## src/ewsm_pkg.sv

```systemverilog
// Package for the encoder window speed meter: widths, register indexes,
// reset values and the configuration struct. Depends on nothing.
`timescale 1ns / 1ps

package ewsm_pkg;

  // Width of the encoder position counter that is actually used.
  localparam int unsigned COUNT_WIDTH = 16;
  // Width in which the count magnitude is compared against the registers.
  localparam int unsigned MAG_WIDTH   = (COUNT_WIDTH > 16) ? COUNT_WIDTH : 16;

  localparam int unsigned ENC_WIDTH   = 16;
  localparam int unsigned WIN_WIDTH   = 16;
  localparam int unsigned GAIN_WIDTH  = 32;
  localparam int unsigned SPEED_WIDTH = 48;
  localparam int unsigned CFG_IDX_WIDTH  = 8;
  localparam int unsigned CFG_DATA_WIDTH = 32;

  localparam logic [15:0]           RST_SAMPLE_PERIOD  = 16'd10;
  localparam logic [15:0]           RST_COUNTS_PER_REV = 16'd1000;
  localparam logic [15:0]           RST_COUNTER_PERIOD = 16'd1000;
  localparam logic [GAIN_WIDTH-1:0] RST_SPEED_GAIN     = 32'd393216;

  typedef enum logic [CFG_IDX_WIDTH-1:0] {
    CFG_SAMPLE_PERIOD  = 8'd0,
    CFG_COUNTS_PER_REV = 8'd1,
    CFG_COUNTER_PERIOD = 8'd2,
    CFG_SPEED_GAIN     = 8'd3
  } cfg_idx_e;

  typedef struct packed {
    logic [15:0]           sample_period;
    logic [15:0]           counts_per_rev;
    logic [15:0]           counter_period;
    logic [GAIN_WIDTH-1:0] speed_gain;
  } cfg_t;

  typedef logic [COUNT_WIDTH-1:0] count_t;

endpackage

```

## src/ewsm_cfg.sv

```systemverilog
// Configuration register file of the encoder window speed meter.
// Depends on ewsm_pkg.
`timescale 1ns / 1ps

module ewsm_cfg (
  input  logic                                 clk_i,
  input  logic                                 rst_ni,
  input  logic                                 cfg_valid_i,
  input  logic [ewsm_pkg::CFG_IDX_WIDTH-1:0]   cfg_index_i,
  input  logic [ewsm_pkg::CFG_DATA_WIDTH-1:0]  cfg_data_i,
  output ewsm_pkg::cfg_t                       cfg_o
);

  ewsm_pkg::cfg_t cfg_q, cfg_d;

  always_comb begin
    cfg_d = cfg_q;
    if (cfg_valid_i) begin
      case (ewsm_pkg::cfg_idx_e'(cfg_index_i))
        ewsm_pkg::CFG_SAMPLE_PERIOD:  cfg_d.sample_period  = cfg_data_i[15:0];
        ewsm_pkg::CFG_COUNTS_PER_REV: cfg_d.counts_per_rev = cfg_data_i[15:0];
        ewsm_pkg::CFG_COUNTER_PERIOD: cfg_d.counter_period = cfg_data_i[15:0];
        ewsm_pkg::CFG_SPEED_GAIN:
          cfg_d.speed_gain = cfg_data_i[ewsm_pkg::GAIN_WIDTH-1:0];
        default: cfg_d = cfg_q;  // Writes beyond the register list are dropped.
      endcase
    end
  end

  always_ff @(posedge clk_i or negedge rst_ni) begin
    if (!rst_ni) begin
      cfg_q.sample_period  <= ewsm_pkg::RST_SAMPLE_PERIOD;
      cfg_q.counts_per_rev <= ewsm_pkg::RST_COUNTS_PER_REV;
      cfg_q.counter_period <= ewsm_pkg::RST_COUNTER_PERIOD;
      cfg_q.speed_gain     <= ewsm_pkg::RST_SPEED_GAIN;
    end else begin
      cfg_q <= cfg_d;
    end
  end

  assign cfg_o = cfg_q;

endmodule

```

## src/ewsm_window.sv

```systemverilog
// Tick countdown and snapshot registers of the encoder window speed meter.
// Flags the tick that ends a measurement window. Depends on ewsm_pkg.
`timescale 1ns / 1ps

module ewsm_window (
  input  logic                              clk_i,
  input  logic                              rst_ni,
  input  logic                              adv_i,
  input  logic                              in_valid_i,
  input  logic [ewsm_pkg::ENC_WIDTH-1:0]    encoder_count_i,
  input  logic [15:0]                       sample_period_i,
  output logic                              win_valid_o,
  output ewsm_pkg::count_t                  earlier_o,
  output ewsm_pkg::count_t                  latest_o
);

  logic [15:0]      countdown_q, countdown_d;
  ewsm_pkg::count_t earlier_q, earlier_d;
  ewsm_pkg::count_t latest_q, latest_d;
  logic             win_valid_q, win_valid_d;
  logic             accept;
  logic             win_end;

  assign accept  = in_valid_i && adv_i;
  // A countdown of zero or one closes the window on this tick.
  assign win_end = (countdown_q <= 16'd1);

  always_comb begin
    countdown_d = countdown_q;
    earlier_d   = earlier_q;
    latest_d    = latest_q;
    win_valid_d = win_valid_q;
    if (adv_i) begin
      win_valid_d = accept && win_end;
    end
    if (accept) begin
      if (win_end) begin
        earlier_d   = latest_q;
        latest_d    = ewsm_pkg::COUNT_WIDTH'(encoder_count_i);
        countdown_d = sample_period_i;
      end else begin
        countdown_d = countdown_q - 16'd1;
      end
    end
  end

  always_ff @(posedge clk_i or negedge rst_ni) begin
    if (!rst_ni) begin
      countdown_q <= ewsm_pkg::RST_SAMPLE_PERIOD;
      earlier_q   <= '0;
      latest_q    <= '0;
      win_valid_q <= 1'b0;
    end else begin
      countdown_q <= countdown_d;
      earlier_q   <= earlier_d;
      latest_q    <= latest_d;
      win_valid_q <= win_valid_d;
    end
  end

  assign win_valid_o = win_valid_q;
  assign earlier_o   = earlier_q;
  assign latest_o    = latest_q;

endmodule

```

## src/ewsm_speed.sv

```systemverilog
// Wrap correction and gain multiply of the encoder window speed meter,
// computed from the snapshot registers straight into the result register.
// Depends on ewsm_pkg.
`timescale 1ns / 1ps

module ewsm_speed (
  input  logic                                clk_i,
  input  logic                                rst_ni,
  input  logic                                adv_i,
  input  logic                                win_valid_i,
  input  ewsm_pkg::count_t                    earlier_i,
  input  ewsm_pkg::count_t                    latest_i,
  input  ewsm_pkg::cfg_t                      cfg_i,
  output logic                                out_valid_o,
  output logic [ewsm_pkg::SPEED_WIDTH-1:0]    speed_o,
  output logic [ewsm_pkg::WIN_WIDTH-1:0]      counts_o
);

  localparam int unsigned MW = ewsm_pkg::MAG_WIDTH;

  ewsm_pkg::count_t                  mag;
  logic [MW-1:0]                     mag_w, half_w, period_w, corr_w;
  logic [ewsm_pkg::WIN_WIDTH-1:0]    corr;

  logic                              out_valid_q;
  logic [ewsm_pkg::SPEED_WIDTH-1:0]  speed_q;
  logic [ewsm_pkg::WIN_WIDTH-1:0]    counts_q;

  always_comb begin
    mag      = (latest_i >= earlier_i) ? (latest_i - earlier_i) : (earlier_i - latest_i);
    mag_w    = MW'(mag);
    half_w   = MW'(cfg_i.counts_per_rev >> 1);
    period_w = MW'(cfg_i.counter_period);
    corr_w   = mag_w;
    // More than half a revolution means the counter wrapped in between.
    if (mag_w > half_w) begin
      corr_w = (period_w >= mag_w) ? (period_w - mag_w) : '0;
    end
    if (corr_w > MW'(16'hFFFF)) begin
      corr = 16'hFFFF;
    end else begin
      corr = corr_w[ewsm_pkg::WIN_WIDTH-1:0];
    end
  end

  always_ff @(posedge clk_i or negedge rst_ni) begin
    if (!rst_ni) begin
      out_valid_q <= 1'b0;
    end else if (adv_i) begin
      out_valid_q <= win_valid_i;
    end
  end

  always_ff @(posedge clk_i) begin
    if (adv_i) begin
      counts_q <= corr;
      speed_q  <= ewsm_pkg::SPEED_WIDTH'(corr) * ewsm_pkg::SPEED_WIDTH'(cfg_i.speed_gain);
    end
  end

  assign out_valid_o = out_valid_q;
  assign speed_o     = speed_q;
  assign counts_o    = counts_q;

endmodule

```

## src/encoder_window_speed_meter.sv

```systemverilog
// Top level of the encoder window speed meter (M-method speed measurement).
// Depends on ewsm_pkg, ewsm_cfg, ewsm_window and ewsm_speed.
//
// Usage:
//   The slave stream carries one tick request per beat; tdata holds the
//   current encoder counter value. Every sample_period ticks a window closes
//   and one result request leaves on the master stream; tdata holds the speed
//   in RPM (unsigned Q32.16) in the low 48 bits and the wrap-corrected count
//   of the window in the upper 16 bits. Ticks inside a window give no result.
//   The configuration channel writes one register per request and is always
//   ready; write only while the block is idle.
//   Pipeline: the countdown register moves at the edge that accepts a tick,
//   and the snapshot registers load at the edge that accepts a closing
//   tick; wrap correction and the multiply then feed the result register
//   when the pipeline advances. Throughput: one tick per cycle while not held.
//   Stalls: the two stages move together; when a result waits in the output
//   register and the receiver holds tready low, the whole pipeline holds and
//   s_axis_tready drops in the same cycle, so nothing is lost or repeated.
//   Reset: registers return to their reset values, the countdown reloads to
//   ten, both snapshots clear and the pipeline empties.
`timescale 1ns / 1ps

module encoder_window_speed_meter (
  input  logic        clk_i,
  input  logic        rst_ni,
  // Tick stream.
  input  logic        s_axis_tvalid,
  output logic        s_axis_tready,
  input  logic [15:0] s_axis_tdata,   // [15:0] encoder_count
  // Result stream.
  output logic        m_axis_tvalid,
  input  logic        m_axis_tready,
  output logic [63:0] m_axis_tdata,   // [47:0] speed_rpm_q16, [63:48] window_counts
  // Configuration writes.
  input  logic        cfg_valid_i,
  output logic        cfg_ready_o,
  input  logic [7:0]  cfg_index_i,
  input  logic [31:0] cfg_data_i
);

  ewsm_pkg::cfg_t   cfg;
  logic             adv;
  logic             win_valid;
  ewsm_pkg::count_t earlier;
  ewsm_pkg::count_t latest;
  logic             out_valid;
  logic [47:0]      speed;
  logic [15:0]      counts;

  // The pipeline advances whenever the result register is empty or is
  // being taken in this cycle.
  assign adv           = !out_valid || m_axis_tready;
  assign s_axis_tready = adv;
  assign cfg_ready_o   = 1'b1;

  ewsm_cfg u_cfg (
    .clk_i       (clk_i),
    .rst_ni      (rst_ni),
    .cfg_valid_i (cfg_valid_i),
    .cfg_index_i (cfg_index_i),
    .cfg_data_i  (cfg_data_i),
    .cfg_o       (cfg)
  );

  ewsm_window u_window (
    .clk_i           (clk_i),
    .rst_ni          (rst_ni),
    .adv_i           (adv),
    .in_valid_i      (s_axis_tvalid),
    .encoder_count_i (s_axis_tdata),
    .sample_period_i (cfg.sample_period),
    .win_valid_o     (win_valid),
    .earlier_o       (earlier),
    .latest_o        (latest)
  );

  ewsm_speed u_speed (
    .clk_i       (clk_i),
    .rst_ni      (rst_ni),
    .adv_i       (adv),
    .win_valid_i (win_valid),
    .earlier_i   (earlier),
    .latest_i    (latest),
    .cfg_i       (cfg),
    .out_valid_o (out_valid),
    .speed_o     (speed),
    .counts_o    (counts)
  );

  assign m_axis_tvalid = out_valid;
  assign m_axis_tdata  = {counts, speed};

endmodule

```

## config.mk

```make
export PLATFORM = sky130hd
export DESIGN_NAME = encoder_window_speed_meter
export DESIGN_NICKNAME = d
export VERILOG_FILES = /design/src/ewsm_pkg.sv /design/src/ewsm_cfg.sv /design/src/ewsm_window.sv /design/src/ewsm_speed.sv /design/src/encoder_window_speed_meter.sv
export SDC_FILE = /design/constraint.sdc
export NUM_CORES = 2
export LEC_CHECK = 0
export ABC_AREA = 1
export BUFFER_PORTS_ARGS = -buffer_cell sky130_fd_sc_hd__buf_2
export CAP_MARGIN = 10
export CORE_UTILIZATION = 50
export CTS_CLUSTER_DIAMETER = 80
export DETAILED_ROUTE_END_ITERATION = 10
export GPL_TIMING_DRIVEN = 0
export PLACE_DENSITY = 0.63
export SLEW_MARGIN = 25
export SYNTH_ARGS = -nofsm -noshare
export SYNTH_HDL_FRONTEND = slang
export SYNTH_SLANG_ARGS = --single-unit
```

## constraint.sdc

```tcl
create_clock -name clk_i -period 11.78 [get_ports clk_i]
set_clock_uncertainty 0.2 [all_clocks]
set_input_delay 3.534 -clock clk_i [delete_from_list [all_inputs] [get_ports clk_i]]
set_output_delay 3.534 -clock clk_i [all_outputs]
set_load 0.05 [all_outputs]
```

; ---- Word-level counts from Yosys, hierarchy flattened
; Cells that the tools add are included.
[totals]
register_bits = 194
latch_bits = 0
ram_bits = 0
rom_bits = 0
inputBits = 61
out_inout_bits = 67
elab_cells = 39
n_memories = 0
[classes]
add_sub_neg = 4
n_mul = 1
n_div = 0
magnitude_cmp = 5
n_eq_ne = 3
shift = 0
muxes = 5
bitwise = 0
reduce_logical = 10
[ops]
columns = operator, n
row1 = two-way mux 16 bit, 5
row2 = multiplier 16 x 32 -> 48 bit, 1
row3 = subtractor 16 bit, 3
row4 = >= comparator 16 bit, 2
row5 = "equality test 8 x 2 -> 1 bit, second input constant", 2
row6 = > comparator 16 x 15 -> 1 bit, 1
row7 = "> comparator 16 bit, second input constant", 1
row8 = "<= comparator 16 x 1 -> 1 bit, second input constant", 1
row9 = "subtractor 16 x 1 -> 16 bit, second input constant", 1
row10 = AND reduction 2 bit, 5
row11 = "equality test 8 x 1 -> 1 bit, second input constant", 1
row12 = logical NOT 8 bit, 1
row13 = logical AND 1 bit, 2
row14 = logical NOT 1 bit, 1
row15 = logical OR 1 bit, 1

; ---- Logic depth before layout (Yosys ltp)
[logic_depth]
word_depth = 8
mapped_depth = 56
mapped_depth_nobuf = 54

; ---- Modules after synthesis
; A second synthesis with hierarchy kept.
[unflattened]
cells_unflattened = 3273
area_unflattened_um2 = 27219.9
[by_module_without_submodules]
columns = module, instances, cells_each, area_per_inst_um2, seq_area_each_um2
row1 = ewsm_speed, 1, 2584, 21276.7, 1946.9
row2 = ewsm_cfg, 1, 365, 3360.7, 2021.9
row3 = ewsm_window, 1, 320, 2563.7, 1228.7
row4 = encoder_window_speed_meter, 1, 4, 18.8, 0.0

; ---- Least setup slack after synthesis
; No wires, ideal clock.
[synth_timing]
path_kind = register to register
start = reg u_window.latest_q[0], in the netlist u_window.latest_o[0]
end = reg u_speed.speed_q (netlist bit u_speed.speed_o[43]) (data pin)
setup_ns = 0.265
arrival_ns = 8.765
t_required_ns = 11.315
slack_ns = 2.550
path_stages_with_launch = 49
n_path_buf = 3
period_less_slack_ns = 9.230
path_cell_list = dfrtp_1 > inv_1 > ha_1 > inv_1 > fa_1 > nand3_1 > nand2_1 > nand2_1 > nand3_2 > nand2_2 > nand2_8 > buf_2 > nand3_1 > o21ai_0 > o211ai_1 > xor2_1 > ha_1 > nand2_1 > [13 not listed] > fa_1 > fa_1 > inv_1 > fa_1 > fa_1 > inv_1 > fa_1 > inv_1 > ha_1 > nand2_1 > nor4_1 > nand2_1 > o311ai_0 > a31oi_1 > o21ai_0 > nand2_1 > o21ai_0 > xor2_1
[synth_via]
elab_chain_cells = 8
elab_cells_between_ends = 12
classes_between = 3 x add/sub / 1 x mul / 4 x order compare / 4 x mux
[synth_rtl]
columns = element, line_no
row1 = from (decl), ewsm_window.sv:19  ; ewsm_pkg::count_t latest_q, latest_d;
row2 = from (signal assigned), ewsm_window.sv:56  ; latest_q <= latest_d;
row3 = subtractor 16 bit / >= comparator 16 bit (equally long branches), ewsm_speed.sv:30  ; mag = (latest_i >= earlier_i) ? (latest_i - earlier_i) : (earlier_i - latest_i);
row4 = two-way mux 16 bit *, ewsm_speed.sv:30
row5 = subtractor 16 bit / >= comparator 16 bit (equally long branches), ewsm_speed.sv:37  ; corr_w = (period_w >= mag_w) ? (period_w - mag_w) : '0;
row6 = two-way mux 16 bit, ewsm_speed.sv:37
row7 = two-way mux 16 bit *, ewsm_speed.sv:36  ; if (mag_w > half_w) begin
row8 = > comparator 16 bit, ewsm_speed.sv:39  ; if (corr_w > MW'(16'hFFFF)) begin
row9 = two-way mux 16 bit *, ewsm_speed.sv:39
row10 = multiplier 16 x 32 -> 48 bit *, ewsm_speed.sv:57  ; speed_q <= ewsm_pkg::SPEED_WIDTH'(corr) * ewsm_pkg::SPEED_WIDTH'(cfg_i.speed_gain);
row11 = to (signal assigned), ewsm_speed.sv:57
row12 = to (decl), ewsm_speed.sv:26  ; logic [ewsm_pkg::SPEED_WIDTH-1:0] speed_q;
; Mark *: on every way between the ends. The rest lies on a longest branch, timed or not.
; A chain may end at the register's enable or synchronous reset.

; ---- Worst setup path after layout
[layout_timing]
start = reg u_window.latest_q[0], in the netlist u_window.latest_o[0]
end = reg u_speed.speed_q (netlist bit u_speed.speed_o[34]) (data pin)
[layout_via]
elab_chain_cells = 8
elab_cells_between_ends = 12
classes_between = 3 x add/sub / 1 x mul / 4 x order compare / 4 x mux
[layout_rtl]
columns = element, line_no
row1 = subtractor 16 bit / >= comparator 16 bit (equally long branches), ewsm_speed.sv:30
row2 = two-way mux 16 bit *, ewsm_speed.sv:30
row3 = subtractor 16 bit / >= comparator 16 bit (equally long branches), ewsm_speed.sv:37
row4 = two-way mux 16 bit, ewsm_speed.sv:37
row5 = two-way mux 16 bit *, ewsm_speed.sv:36
row6 = > comparator 16 bit, ewsm_speed.sv:39
row7 = two-way mux 16 bit *, ewsm_speed.sv:39
row8 = via u_speed.corr (one bit), ewsm_speed.sv:23  ; logic [ewsm_pkg::WIN_WIDTH-1:0] corr;
row9 = multiplier 16 x 32 -> 48 bit *, ewsm_speed.sv:57
; The timed path passes the listed nets; every way through them passes the cells marked *.

==> flow_summary.html <==
<table>
<tr><th>Metric</th><th>Value</th></tr>
<tr><th colspan="2">Floorplan</th></tr>
<tr><td>Number of primary I/O pins</td><td>128</td></tr>
<tr><td>Starting density of the core</td><td>50.86%</td></tr>
<tr><td>Die Span X</td><td>233.9 um</td></tr>
<tr><td>Floorplan die area</td><td>54710 um2</td></tr>
<tr><td>Cell row count</td><td>84</td></tr>
<tr><td>Core Box Area</td><td>52870 um2</td></tr>
<tr><td>Die Height</td><td>233.9 um</td></tr>
<tr><th colspan="2">Yosys</th></tr>
<tr><td>Seq cells post-synth</td><td>193</td></tr>
<tr><td>Syn nets</td><td>3831</td></tr>
<tr><td>Synth area leaders</td><td>sky130_fd_sc_hd__fa_1, sky130_fd_sc_hd__dfrtp_1, sky130_fd_sc_hd__inv_1</td></tr>
<tr><td>Unique cell type count in the Yosys netlist</td><td>62</td></tr>
<tr><td>Mapped Area</td><td>26890 um2</td></tr>
<tr><td>Async set or reset register ratio after synthesis</td><td>66.84%</td></tr>
<tr><td>Main flop type after synthesis</td><td>sky130_fd_sc_hd__dfrtp_1</td></tr>
<tr><td>Synthesized instance count</td><td>3168</td></tr>
<tr><td>Number of enable flip-flop cells after synthesis</td><td>64</td></tr>
<tr><td>Yosys top cell by area</td><td>sky130_fd_sc_hd__fa_1</td></tr>
<tr><td>Share of the synthesized area in the top cell type</td><td>31.27%</td></tr>
<tr><td>Yosys warnings</td><td>0</td></tr>
<tr><td>Mean post-synth cell area</td><td>8.488 um2</td></tr>
<tr><td>Register area share after synthesis</td><td>19.24%</td></tr>
<tr><th colspan="2">Flow run</th></tr>
<tr><td>Maxcap violations</td><td>0</td></tr>
<tr><th colspan="2">Clock tree</th></tr>
<tr><td>Num CTS Buffers</td><td>17</td></tr>
<tr><td>CTS tree</td><td>done</td></tr>
<tr><td>Number of H-tree branching levels</td><td>4</td></tr>
<tr><td>CTS Buffer Depth</td><td>2</td></tr>
<tr><td>Clock transition time at the flip-flop clock pins of the worst setup and hold paths</td><td>0.09 ns</td></tr>
<tr><td>Root buffer cell</td><td>sky130_fd_sc_hd__clkbuf_16</td></tr>
<tr><td>Cts-stage hold buffer count</td><td>0</td></tr>
<tr><td>Number of clock sinks</td><td>193</td></tr>
<tr><td>Clk_lat worst skew</td><td>0.51 ns</td></tr>
<tr><th colspan="2">Critical path</th></tr>
<tr><td>Crit-path max cell delay</td><td>0.55 ns</td></tr>
<tr><td>Cell at the slowest stage of the critical path</td><td>sky130_fd_sc_hd__fa_1</td></tr>
<tr><td>CP Max Fanout</td><td>10</td></tr>
<tr><td>CP endpoint kind</td><td>register</td></tr>
<tr><td>Setup slack of the most critical reg-to-reg path</td><td>0.56 ns</td></tr>
<tr><td>Critical path required time</td><td>11.84 ns</td></tr>
<tr><td>Category of the critical setup timing path</td><td>reg2reg</td></tr>
<tr><td>Setup crit start kind</td><td>register</td></tr>
<tr><td>Data arrival at the endpoint of the critical path</td><td>11.28 ns</td></tr>
<tr><td>Most used cell, CP</td><td>sky130_fd_sc_hd__fa_1</td></tr>
<tr><th colspan="2">Outcome</th></tr>
<tr><td>Status</td><td>finished with violations</td></tr>
<tr><td>Violations in the final reports</td><td>design-rule violations</td></tr>
<tr><th colspan="2">STA</th></tr>
<tr><td>Total count of hold-check failures in the final report</td><td>0</td></tr>
<tr><td>Slew HR</td><td>39.78%</td></tr>
<tr><td>Final total negative setup slack</td><td>0 ns</td></tr>
<tr><td>Clock period minus worst slack</td><td>11.22 ns</td></tr>
<tr><td>Number of setup violations in the final report</td><td>0</td></tr>
<tr><td>Final WS setup</td><td>0.5560 ns</td></tr>
<tr><td>Worst slew pin tran</td><td>0.8939 ns</td></tr>
<tr><td>Maximum clock frequency</td><td>0.08909 GHz</td></tr>
<tr><td>Number of pins exceeding their max-slew limit in the final report</td><td>0</td></tr>
<tr><td>Share of the clock period used by the worst path after layout</td><td>95.28%</td></tr>
<tr><td>RSZ-0062 raised after global routing</td><td>yes</td></tr>
<tr><th colspan="2">Placement</th></tr>
<tr><td>Post-placement setup slack</td><td>-0.07771 ns</td></tr>
<tr><td>Placed wire-length estimate</td><td>71.12 mm</td></tr>
<tr><td>Total placed cells including tap cells</td><td>3984</td></tr>
<tr><td># port buffers</td><td>126</td></tr>
<tr><td>Routability Congestion</td><td>0.9775</td></tr>
<tr><th colspan="2">Layout</th></tr>
<tr><td>Area growth from synthesis to final layout</td><td>8.599%</td></tr>
<tr><td># nets final</td><td>3983</td></tr>
<tr><td>Proportion of layout cells with a drive suffix above 1</td><td>10.98%</td></tr>
<tr><td># fillers</td><td>5054</td></tr>
<tr><td>Number of cells in the finished layout apart from fillers</td><td>4022</td></tr>
<tr><th colspan="2">Route</th></tr>
<tr><td>Number of DRC markers in iteration 0</td><td>1474</td></tr>
<tr><td>Number of detailed-route iterations in the first pass</td><td>9</td></tr>
<tr><td>Average vias per placed instance</td><td>5.495</td></tr>
<tr><td>Remaining number of nets flagged by the antenna check after routing</td><td>0</td></tr>
<tr><td>Mean routed wirelength per cell</td><td>21.04 um</td></tr>
<tr><td>Vias post-DR</td><td>22100</td></tr>
<tr><td>Post-Route WL</td><td>84.64 mm</td></tr>
<tr><td>DRC viols</td><td>22</td></tr>
<tr><th colspan="2">Global route</th></tr>
<tr><td>Gr ovfl total</td><td>0</td></tr>
<tr><td>Global-route wire length before repair</td><td>131.5 mm</td></tr>
<tr><td>Vias in the first global route</td><td>23200</td></tr>
<tr><td>Initial antenna violation count</td><td>5</td></tr>
<tr><td>Maximum number of pins on one net before global-route repair</td><td>86</td></tr>
<tr><td>Total global routing track utilization</td><td>32.46%</td></tr>
<tr><th colspan="2">Min path</th></tr>
<tr><td>Worst hold path type</td><td>reg2reg</td></tr>
</table>
## final cells by class
type                    count  area [um2]  share of cell area (%)
well taps                 688       860.8                   2.948
clock inverters            14       210.2                  0.7198
flip-flops and latches    193        5172                   17.71
inverters                 693        2609                   8.934
repair buffers            133       733.2                   2.511
plain buffers             121       739.5                   2.532
clock buffers              18       429.2                   1.470
diodes                      1       2.502                0.008569
multi-input cells        2161       18450                   63.16
## per-stage QoR
stage,area [um2],hold slack (ns),utilization [%]
after floorplan,26890,0.2198,-
after global placement,28380,0.2301,53.69
after detailed placement,28450,0.2391,53.81
after CTS,29100,0.2599,55.05
after global routing,29200,0.2829,55.23
final,29200,0.2571,55.24
## worst max-delay path: cells and delay by family (launching register included)
family,cells,cell delay [ns]
flops,1,0.39
fa+ha+maj,10,4.46
compound gates,13,2.88
xor+xnor,2,0.54
buf+inv,9,0.97
simple gates,11,1.49
## logic make-up (layout without fill, tap and decap cells)
family	count (synthesis)	in the layout	synth area share (%)
xor+xnor	70	70	2.280
simple gates	1116	1116	18.40
mux	3	3	0.1163
compound gates	369	369	7.771
other cells	1	2	0.01395
buf+inv	814	979	12.44
fa+ha+maj	602	602	39.74
flops	193	193	19.24
## registers in the layout (all words and copies together), names as in the netlist
register / cells
u_speed.counts_o: 16
u_cfg.cfg_o: 79
u_window.latest_o: 16
u_window.earlier_o: 16
u_speed.speed_o: 48
u_window.countdown_q: 16
u_window.win_valid_o: 1
u_speed.out_valid_o: 1
## routing by layer
metal / GRT usage [%] / vias up / part of all wire, %
met5: 0 / - / 0.078
li1: - / 10060 / -
met1: 39.63 / 11050 / 39
met2: 55.81 / 837 / 49
met4: 12.13 / 10 / 3.4
met3: 7.442 / 148 / 7.7
## synthesized netlist by cell type, types with 8 or more instances
cell type                  instances
sky130_fd_sc_hd__dfstp_2          18
sky130_fd_sc_hd__o211ai_1         13
sky130_fd_sc_hd__edfxtp_1         64
sky130_fd_sc_hd__fa_1            420
sky130_fd_sc_hd__xor2_1           45
sky130_fd_sc_hd__clkbuf_1         46
sky130_fd_sc_hd__ha_1            182
sky130_fd_sc_hd__nand4_1          13
sky130_fd_sc_hd__dfrtp_1         111
sky130_fd_sc_hd__nor4_1            8
sky130_fd_sc_hd__nand2_2          38
sky130_fd_sc_hd__a21oi_1         141
sky130_fd_sc_hd__inv_1           679
sky130_fd_sc_hd__buf_2            24
sky130_fd_sc_hd__nor2_1          318
sky130_fd_sc_hd__nand3_2          14
sky130_fd_sc_hd__nand3_1         191
sky130_fd_sc_hd__buf_6            22
sky130_fd_sc_hd__nand2_1         473
sky130_fd_sc_hd__buf_1            11
sky130_fd_sc_hd__nand2_4           8
sky130_fd_sc_hd__inv_2             8
sky130_fd_sc_hd__o21ai_0         145
sky130_fd_sc_hd__nor3_1           16
sky130_fd_sc_hd__a31oi_1          15
sky130_fd_sc_hd__xnor2_1          25
sky130_fd_sc_hd__buf_4            15
sky130_fd_sc_hd__a21o_1            9
sky130_fd_sc_hd__nor3_2           22
## placed cells by master (no fill, tap or decap), drive strengths merged, types with 3 or more instances in the layout
cell	n
inv	696
nand2	520
fa	420
nor2	321
buf	208
nand3	205
ha	182
o21ai	147
a21oi	145
dfrtp	111
edfxtp	64
clkbuf	64
xor2	45
nor3	38
xnor2	25
dfstp	18
a31oi	15
nand4	13
o211ai	13
a21o	10
clkinv	9
nor4	8
o21bai	7
o21a	5
o221ai	5
or2	4
nand3b	4
a211oi	3
a221oi	3
o31ai	3
o311ai	3
## what timing repair did
action                     CTS  global route
setup buffers                0             5
gates resized for setup      2            11
pin swaps                    0             2
hold endpoints to repair     0             0
setup endpoints to repair    1            18
## path summary, 6_finish.rpt
check / startpoint / end / cells past startpoint
min in group asynchronous: rst_ni / u_window.countdown_q[0] / 1
min: u_window.win_valid_o / u_speed.out_valid_o / 2
max in group asynchronous: rst_ni / u_cfg.cfg_o[18] / 2
min reg2reg: u_window.win_valid_o / u_speed.out_valid_o / 2
max: u_window.latest_o[0] / u_speed.speed_o[34] / 45
max reg2reg: u_window.latest_o[0] / u_speed.speed_o[34] / 45
Power is left out: the tool's default activity adds up to more than one toggle a clock period on the data nets, which glitch-free logic cannot reach.
